--- src/design/tod_counter_with_alarm_macros.svh ---
// assertion macros for the time-of-day counter with alarm
`ifndef TOD_COUNTER_WITH_ALARM_MACROS_SVH
`define TOD_COUNTER_WITH_ALARM_MACROS_SVH

`ifndef NO_ASSERTIONS
// same-cycle implication, checked outside reset
`define TCWA_ASSERT_SAME(label, clk, rst_n, ante, cons, msg) \
    label: assert property (@(posedge clk) disable iff (!rst_n) (ante) |-> (cons)) \
        else $error(msg);
// next-cycle implication, checked outside reset
`define TCWA_ASSERT_NEXT(label, clk, rst_n, ante, cons, msg) \
    label: assert property (@(posedge clk) disable iff (!rst_n) (ante) |=> (cons)) \
        else $error(msg);
`else
`define TCWA_ASSERT_SAME(label, clk, rst_n, ante, cons, msg)
`define TCWA_ASSERT_NEXT(label, clk, rst_n, ante, cons, msg)
`endif

`endif

--- src/design/tcwa_pkg.sv ---
// shared types and constants of the time-of-day counter with alarm
`timescale 1ns / 1ps

package tcwa_pkg;

    // item commands
    localparam logic [1:0] CMD_TICK  = 2'd0;
    localparam logic [1:0] CMD_READ  = 2'd1;
    localparam logic [1:0] CMD_WRITE = 2'd2;

    // register selects
    localparam logic [2:0] SEL_CNT_LO = 3'd0;
    localparam logic [2:0] SEL_CNT_MI = 3'd1;
    localparam logic [2:0] SEL_CNT_HI = 3'd2;
    localparam logic [2:0] SEL_ALM_LO = 3'd3;
    localparam logic [2:0] SEL_ALM_MI = 3'd4;
    localparam logic [2:0] SEL_ALM_HI = 3'd5;

    localparam logic [23:0] COUNT_RESET = 24'h010000;
    localparam logic [11:0] LOW_ALL_ONES = 12'hFFF;

    typedef struct packed {
        logic [1:0]  cmd;
        logic [2:0]  reg_sel;
        logic [7:0]  write_data;
        logic [47:0] time_stamp;
        logic        frozen;
        logic        stopped;
        logic [23:0] latch_value;
    } t_item;

    typedef struct packed {
        logic [7:0] read_data;
        logic       irq;
    } t_result;

    // pick one byte of a 24-bit word, zero for selects past the top byte
    function automatic logic [7:0] get_byte(input logic [23:0] word, input logic [1:0] sel);
        logic [7:0] b;
        unique case (sel)
            2'd0:    b = word[7:0];
            2'd1:    b = word[15:8];
            2'd2:    b = word[23:16];
            default: b = 8'h00;
        endcase
        return b;
    endfunction

    // replace one byte of a 24-bit word
    function automatic logic [23:0] put_byte(input logic [23:0] word, input logic [1:0] sel,
                                             input logic [7:0] b);
        logic [23:0] w;
        unique case (sel)
            2'd0:    w = {word[23:8], b};
            2'd1:    w = {word[23:16], b, word[7:0]};
            2'd2:    w = {b, word[15:0]};
            default: w = word;
        endcase
        return w;
    endfunction

endpackage

--- src/design/tcwa_in_reg.sv ---
// input register stage holding one accepted beat
`timescale 1ns / 1ps

module tcwa_in_reg (
    input  logic           i_clk,
    input  logic           i_rst_n,
    input  logic           i_valid,
    input  tcwa_pkg::t_item i_item,
    output logic           o_stall,
    input  logic           i_take,
    output logic           o_valid,
    output tcwa_pkg::t_item o_item
);
    import tcwa_pkg::*;

    logic  r_valid;
    t_item r_item;
    logic  load;

    // stall only while a held beat cannot move on
    assign o_stall = r_valid && !i_take;
    assign load    = i_valid && !o_stall;

    always_ff @(posedge i_clk) begin
        if (!i_rst_n) begin
            r_valid <= 1'b0;
        end else if (load) begin
            r_valid <= 1'b1;
        end else if (i_take) begin
            r_valid <= 1'b0;
        end
    end

    always_ff @(posedge i_clk) begin
        if (load) begin
            r_item <= i_item;
        end
    end

    assign o_valid = r_valid;
    assign o_item  = r_item;

endmodule

--- src/design/tcwa_core.sv ---
// counter, alarm and time-stamp state with the per-beat update logic
`timescale 1ns / 1ps

module tcwa_core (
    input  logic             i_clk,
    input  logic             i_rst_n,
    input  logic             i_cfg_we,
    input  logic             i_cfg_data,
    input  logic             i_advance,
    input  tcwa_pkg::t_item   i_item,
    output tcwa_pkg::t_result o_result,
    output logic             o_match
);
    import tcwa_pkg::*;

    logic        r_tod_bug;
    logic [23:0] r_count;
    logic [23:0] r_alarm;
    logic [23:0] r_prev;
    logic [47:0] r_last_tick;
    logic        r_match;

    logic [23:0] n_count;
    logic [23:0] n_alarm;
    logic [23:0] n_prev;
    logic [47:0] n_last_tick;
    logic        n_match;

    logic [23:0] mid_count;
    logic        mid_eq;
    logic        match_mid;
    logic        eq_final;
    logic        rose_mid;
    logic [23:0] rd_src;
    logic        cnt_sel;
    logic        alm_sel;

    always_comb begin
        n_count     = r_count;
        n_alarm     = r_alarm;
        n_prev      = r_prev;
        n_last_tick = r_last_tick;
        n_match     = r_match;
        o_result    = '0;
        cnt_sel     = (i_item.reg_sel == SEL_CNT_LO) || (i_item.reg_sel == SEL_CNT_MI)
                      || (i_item.reg_sel == SEL_CNT_HI);
        alm_sel     = (i_item.reg_sel == SEL_ALM_LO) || (i_item.reg_sel == SEL_ALM_MI)
                      || (i_item.reg_sel == SEL_ALM_HI);
        // mid-carry view: low 12 bits cleared, upper part not yet bumped
        mid_count   = {r_count[23:12], 12'h000};
        mid_eq      = (mid_count == r_alarm);
        rose_mid    = 1'b0;
        match_mid   = r_match;
        eq_final    = 1'b0;
        rd_src      = r_count;

        unique case (i_item.cmd)
            CMD_TICK: begin
                if (!i_item.stopped) begin
                    n_prev      = r_count;
                    n_last_tick = i_item.time_stamp;
                    if (r_tod_bug && (r_count[11:0] == LOW_ALL_ONES)) begin
                        rose_mid  = mid_eq && !r_match;
                        match_mid = mid_eq;
                    end
                    n_count      = r_count + 24'd1;
                    eq_final     = (n_count == r_alarm);
                    n_match      = eq_final;
                    o_result.irq = rose_mid || (eq_final && !match_mid);
                end
            end
            CMD_READ: begin
                if (i_item.frozen) begin
                    rd_src = i_item.latch_value;
                end else if (i_item.time_stamp > r_last_tick) begin
                    rd_src = r_count;
                end else begin
                    rd_src = r_prev;
                end
                if (cnt_sel) begin
                    o_result.read_data = get_byte(rd_src, i_item.reg_sel[1:0]);
                end else if (alm_sel) begin
                    o_result.read_data = get_byte(r_alarm, 2'(i_item.reg_sel - SEL_ALM_LO));
                end
            end
            CMD_WRITE: begin
                if (cnt_sel) begin
                    n_count = put_byte(r_count, i_item.reg_sel[1:0], i_item.write_data);
                end else if (alm_sel) begin
                    n_alarm = put_byte(r_alarm, 2'(i_item.reg_sel - SEL_ALM_LO),
                                       i_item.write_data);
                end
                if (cnt_sel || alm_sel) begin
                    eq_final     = (n_count == n_alarm);
                    n_match      = eq_final;
                    o_result.irq = eq_final && !r_match;
                end
            end
            default: begin
            end
        endcase
    end

    always_ff @(posedge i_clk) begin
        if (!i_rst_n) begin
            r_tod_bug <= 1'b0;
        end else if (i_cfg_we) begin
            r_tod_bug <= i_cfg_data;
        end
    end

    always_ff @(posedge i_clk) begin
        if (!i_rst_n) begin
            r_count     <= COUNT_RESET;
            r_alarm     <= '0;
            r_prev      <= '0;
            r_last_tick <= '0;
            r_match     <= 1'b1;
        end else if (i_advance) begin
            r_count     <= n_count;
            r_alarm     <= n_alarm;
            r_prev      <= n_prev;
            r_last_tick <= n_last_tick;
            r_match     <= n_match;
        end
    end

    assign o_match = r_match;

endmodule

--- src/design/tcwa_out_reg.sv ---
// result register stage facing the output channel
`timescale 1ns / 1ps

module tcwa_out_reg (
    input  logic             i_clk,
    input  logic             i_rst_n,
    input  logic             i_load,
    input  tcwa_pkg::t_result i_result,
    output logic             o_free,
    input  logic             i_stall,
    output logic             o_valid,
    output tcwa_pkg::t_result o_result
);
    import tcwa_pkg::*;

    logic    r_valid;
    t_result r_result;

    assign o_free = !r_valid || !i_stall;

    always_ff @(posedge i_clk) begin
        if (!i_rst_n) begin
            r_valid <= 1'b0;
        end else if (o_free) begin
            r_valid <= i_load;
        end
    end

    always_ff @(posedge i_clk) begin
        if (o_free && i_load) begin
            r_result <= i_result;
        end
    end

    assign o_valid  = r_valid;
    assign o_result = r_result;

endmodule

--- src/design/tod_counter_with_alarm.sv ---
// top level of the 24-bit time-of-day counter with alarm compare
// a beat accepted into the input register is processed by the core as it moves into
// the result register, from which its result beat is taken on the output channel
// throughput: one beat per cycle while the consumer does not stall; the only loop is the
// counter/alarm state update, which closes between input and result registers
// reset: synchronous active low; count 0x010000, alarm and history zero, match set
`timescale 1ns / 1ps

`include "tod_counter_with_alarm_macros.svh"

module tod_counter_with_alarm (
    input  logic        i_clk,
    input  logic        i_rst_n,
    // input channel
    input  logic        i_valid,
    output logic        o_stall,
    input  logic [1:0]  i_cmd,
    input  logic [2:0]  i_reg_sel,
    input  logic [7:0]  i_write_data,
    input  logic [47:0] i_time_stamp,
    input  logic        i_frozen,
    input  logic        i_stopped,
    input  logic [23:0] i_latch_value,
    // output channel
    output logic        o_valid,
    input  logic        i_stall,
    output logic [7:0]  o_read_data,
    output logic        o_irq,
    // configuration write channel
    input  logic        i_cfg_valid,
    output logic        o_cfg_ready,
    input  logic        i_cfg_data
);
    import tcwa_pkg::*;

    t_item   in_beat;
    t_item   held_item;
    logic    held_valid;
    t_result core_res;
    t_result out_res;
    logic    out_free;
    logic    advance;
    logic    core_match;
    logic    cfg_we;

    // gather the input fields into one beat
    assign in_beat = '{
        cmd:         i_cmd,
        reg_sel:     i_reg_sel,
        write_data:  i_write_data,
        time_stamp:  i_time_stamp,
        frozen:      i_frozen,
        stopped:     i_stopped,
        latch_value: i_latch_value
    };

    // configuration is taken at any time; the user must land it only while idle, unenforced
    assign o_cfg_ready = 1'b1;
    assign cfg_we      = i_cfg_valid && o_cfg_ready;

    // the held beat is processed and its state update committed in the
    // same cycle it moves into the result register
    assign advance = held_valid && out_free;

    tcwa_in_reg u_in_reg (
        .i_clk   (i_clk),
        .i_rst_n (i_rst_n),
        .i_valid (i_valid),
        .i_item  (in_beat),
        .o_stall (o_stall),
        .i_take  (advance),
        .o_valid (held_valid),
        .o_item  (held_item)
    );

    // counter, alarm, tick history and match flag live here
    tcwa_core u_core (
        .i_clk      (i_clk),
        .i_rst_n    (i_rst_n),
        .i_cfg_we   (cfg_we),
        .i_cfg_data (i_cfg_data),
        .i_advance  (advance),
        .i_item     (held_item),
        .o_result   (core_res),
        .o_match    (core_match)
    );

    // result register decouples a stalled consumer from the next beat
    tcwa_out_reg u_out_reg (
        .i_clk    (i_clk),
        .i_rst_n  (i_rst_n),
        .i_load   (advance),
        .i_result (core_res),
        .o_free   (out_free),
        .i_stall  (i_stall),
        .o_valid  (o_valid),
        .o_result (out_res)
    );

    assign o_read_data = out_res.read_data;
    assign o_irq       = out_res.irq;

    // checks on the block's own logic

    // a read never raises the alarm interrupt
    `TCWA_ASSERT_NEXT(a_read_no_irq, i_clk, i_rst_n,
        advance && (held_item.cmd == CMD_READ), o_valid && !o_irq,
        "read beat produced an interrupt")

    // back-pressure only when a beat is actually held
    `TCWA_ASSERT_SAME(a_stall_needs_beat, i_clk, i_rst_n,
        o_stall, held_valid,
        "input stalled with an empty input register")

    // an interrupt from a write leaves the match flag set
    // (a tick may rise at the mid-carry check and still end unmatched)
    `TCWA_ASSERT_NEXT(a_irq_sets_match, i_clk, i_rst_n,
        advance && core_res.irq && (held_item.cmd == CMD_WRITE), core_match,
        "write interrupt raised without a stored match")

endmodule
--- config.mk ---
export PLATFORM = sky130hd
export DESIGN_NAME = tod_counter_with_alarm
export DESIGN_NICKNAME = d
export VERILOG_FILES = /design/src/design/tcwa_pkg.sv /design/src/design/tcwa_in_reg.sv /design/src/design/tcwa_core.sv /design/src/design/tcwa_out_reg.sv /design/src/design/tod_counter_with_alarm.sv
export VERILOG_INCLUDE_DIRS = /design/src /design/src/design
export SDC_FILE = /design/constraint.sdc
export NUM_CORES = 1
export LEC_CHECK = 0
export ABC_AREA = 1
export BUFFER_PORTS_ARGS = -buffer_cell sky130_fd_sc_hd__buf_2
export CAP_MARGIN = 20
export CORE_ASPECT_RATIO = 1.2
export CORE_MARGIN = 2
export CORE_UTILIZATION = 40
export DETAILED_ROUTE_END_ITERATION = 16
export PLACE_DENSITY = 0.62
export SLEW_MARGIN = 20
export SYNTH_ARGS = -nofsm -noshare
export SYNTH_HDL_FRONTEND = slang
export SYNTH_SLANG_ARGS = --single-unit
--- constraint.sdc ---
create_clock -name i_clk -period 2.9 [get_ports i_clk]
set_input_delay 0.435 -clock i_clk [delete_from_list [all_inputs] [get_ports i_clk]]
set_output_delay 0.435 -clock i_clk [all_outputs]
set_load 0.005 [all_outputs]
==> flow_summary.toml <==
[sta]
rsz0062_at_grt = "no"
period_needed_ns = 2.77
relSlewSlack = 0.279
tns_ns = 0
setup_viol = 0
finalCritPeriodShare = 0.956
fin_skew_ns = 0.0120
max_freq_ghz = 0.361
hold_violations = 0
slew_viol_final = 0
setup_slack_ns = 0.129
worst_slew_pin_slew_ns = 1.08

[route]
routed_wirelength_um = 34300
drtPass1Iterations = 5
wl_per_cell_um = 17.3
route.vias.total = 10200
drtIter0Drc = 741
drc = 0
viasPerCell = 5.13
final_antenna_net_count = 0

[hold_path]
hold_end = "u_in_reg.o_item[85]"
holdCritStartpoint = "i_cmd[0]"
hold_path.class = "primary input to flop"
hold_path_depth = 1

[outcome]
status = "finished clean"

[placement]
place.gp.congestion = 1.05
dpl-instance-area_um2 = 12700
post-dp-hpwl_um = 25400
place_inst = 1935
dp_slack_ns = -0.0294
io_buffers = 103

[clock_network]
htreeDepth = 1
cts_buffers = 25
path_clk_slew_ns = 0.07
post_cts_buffers = 0
clock-sinks = 220
clockBufferDepth = 3
cts_tree = "yes"
ctsRootBufferMaster = "clkbuf_16"
clock_latency_ns = 0.53

[setup_path]
endpoint_kind = "flop"
critPathLaunchType = "flop"
r2r_slack_ns = 0.13
reg2reg_to = "u_out_reg.o_result[0]"
r2r_start = "u_in_reg.o_item[83]"
cp_max_fo = 13
required_ns = 3.27
r2r_cells = 12
worstPathArrival_ns = 3.14
critPathKind = "flop to flop"

[cells_and_area]
final_common_cell = "nand2_1"
layout-drive-gt1-share = 0.137
fin_cells = 1980
syn_to_final_growth_pct = 16.2
n_antenna_cell = 0
final_cell_mix = "294 x nand2_1, 155 x inv_1, 143 x nor2_1, 143 x o21ai_0, 141 x a21oi_1"
nets = 1719
n_fill_cell = 2850
post-route-cell-area_um2 = 13500

[floorplan]
coreArea_um2 = 28700
std_cell_rows = 68
die_w_um = 160
design.die.area_um2 = 30500
boundaryPins = 105
die_h_um = 191
start_util = 0.406

[power]
powerDensity_nw_per_um2 = 558
ir_drop_mv = 0.537
p_total_w = 0.00754
leakage_nw = 5.63

[yosys]
synth_top_area_frac = 0.248
syn_area_um2 = 11600
async_flop_share = 0
postSynthCellCount = 1479
synth_edf_count = 96
synth_top_cell_by_area = "edfxtp_1"
netlist_top_cells_area = "edfxtp_1 25%, dfxtp_1 21%, nand2_1 9.5%, o21ai_0 6.2%, a21oi_1 6.1%"
synthFlopType = "dfxtp_1"
avgSynthCellArea_um2 = 7.87
seq_area_frac_synth = 0.461
ys_types = 44
synth_warnings = 0
synth_nets = 1621
ys_seq_elements = 220

[global_routing]
grt_pass1_wl_um = 53200
antenna_found_initial = 0
grt_max_degree = 86
grt_use_total = 0.224
grt_pass1_vias = 9734
overflow = 0

[run]
cap_violations = 0
## timing repair
item,4_1_cts,5_1_grt
gates resized for setup,1,1
pin swaps,0,0
hold buffers,0,0
hold endpoints to repair,0,0
cloned,0,0
endpoints found under the setup margin,2,1
## power by group
part	switching (W)	internal (W)	leakage, nW
clock	0.00132	0.00194	0.399
sequential	0.0000939	0.00337	1.94
combinational	0.000517	0.000296	3.29
## how the worst max path moves through the flow
stage / start / cells past startpoint / slack, ns / end
after floorplan: i_stall / 5 / 0.07 / u_in_reg.o_item[0]
after global placement: u_in_reg.o_item[82] / 10 / 0.02 / u_out_reg.o_result[0]
after detailed placement: u_in_reg.o_item[82] / 10 / -0.03 / u_out_reg.o_result[0]
after CTS: u_in_reg.o_item[82] / 10 / 0.13 / u_out_reg.o_result[0]
after global routing: u_in_reg.o_item[83] / 12 / 0.01 / u_out_reg.o_result[0]
final: u_in_reg.o_item[83] / 12 / 0.13 / u_out_reg.o_result[0]
## layer usage
| metal | wire (um) | global-route usage |
|---|---|---|
| met2 | 16300 | 0.387 |
| met4 | 2380 | 0.140 |
| met1 | 13700 | 0.264 |
| met3 | 1910 | 0.0287 |
| met5 | 0 | 0 |
## kinds of logic (layout without fill, tap and decap cells)
logic type,after synthesis,count (layout),share of synthesized area
flip-flops,220,220,0.461
AO/OA/AOI/OAI,338,338,0.155
other,1,1,0.000322
XOR/XNOR,44,44,0.0355
buffers and inverters,236,352,0.0798
AND/OR/NAND/NOR,591,591,0.215
adder cells (fa/ha/maj),49,49,0.0527
## area by class of cell
class / count / area [um2] / share of cell area
timing repair buffer: 147 / 883 / 0.0653
inverter: 160 / 602 / 0.0445
multi-input combinational: 1023 / 5350 / 0.395
sequential: 220 / 5370 / 0.397
tap: 385 / 482 / 0.0356
clock buffer: 27 / 633 / 0.0468
clock inverter: 18 / 210 / 0.0155
## worst max-delay path, stage by stage, from the launching register on
cell,delay [ns]
edfxtp_1,0.52
nor2_4,0.21
nand2_2,0.18
buf_4,0.21
nand2_1,0.05
o21ai_0,0.12
xor2_1,0.20
nor4_1,0.55
nand2_1,0.10
nor2_1,0.11
buf_4,0.12
nand3_1,0.07
a21oi_1,0.17
## registers in the layout, summed over array words and instances, names as in the netlist
signal	cells
u_out_reg.o_valid	1
u_core.r_last_tick	48
u_in_reg.o_valid	1
u_out_reg.o_result	9
u_core.o_match	1
u_core.r_prev	24
u_core.r_count	24
u_core.r_alarm	24
u_core.r_tod_bug	1
u_in_reg.o_item	87
## synthesized netlist by cell type, types with 2 or more instances
cell,number
nand2_1,294
inv_1,157
nor2_1,144
o21ai_0,144
a21oi_1,141
dfxtp_1,124
edfxtp_1,96
nand3_1,95
clkbuf_1,60
ha_1,49
xor2_1,26
xnor2_1,16
o21ai_1,15
nand4_1,13
o211ai_1,11
nor4_1,8
buf_2,7
nand2_2,7
nor3_1,7
or2_2,6
buf_4,5
nand3b_1,5
o22ai_1,5
nor2_4,4
a211oi_1,3
inv_2,3
o21ai_2,3
o221a_2,3
o221ai_1,3
a21o_1,2
a221oi_1,2
a31oi_1,2
and2_1,2
buf_1,2
buf_6,2
nor2_2,2
nor3b_1,2
o21a_1,2
xnor3_1,2
## through the flow
| stage | utilization | hold slack (ns) |
|---|---|---|
| after floorplan | - | 0.433 |
| after CTS | 0.471 | 0.0595 |
| after global placement | 0.442 | 0.441 |
| final | 0.472 | 0.0777 |
| after detailed placement | 0.442 | 0.449 |
| after global routing | 0.472 | 0.0595 |
Note: power is estimated with default switching activity, not from simulation.
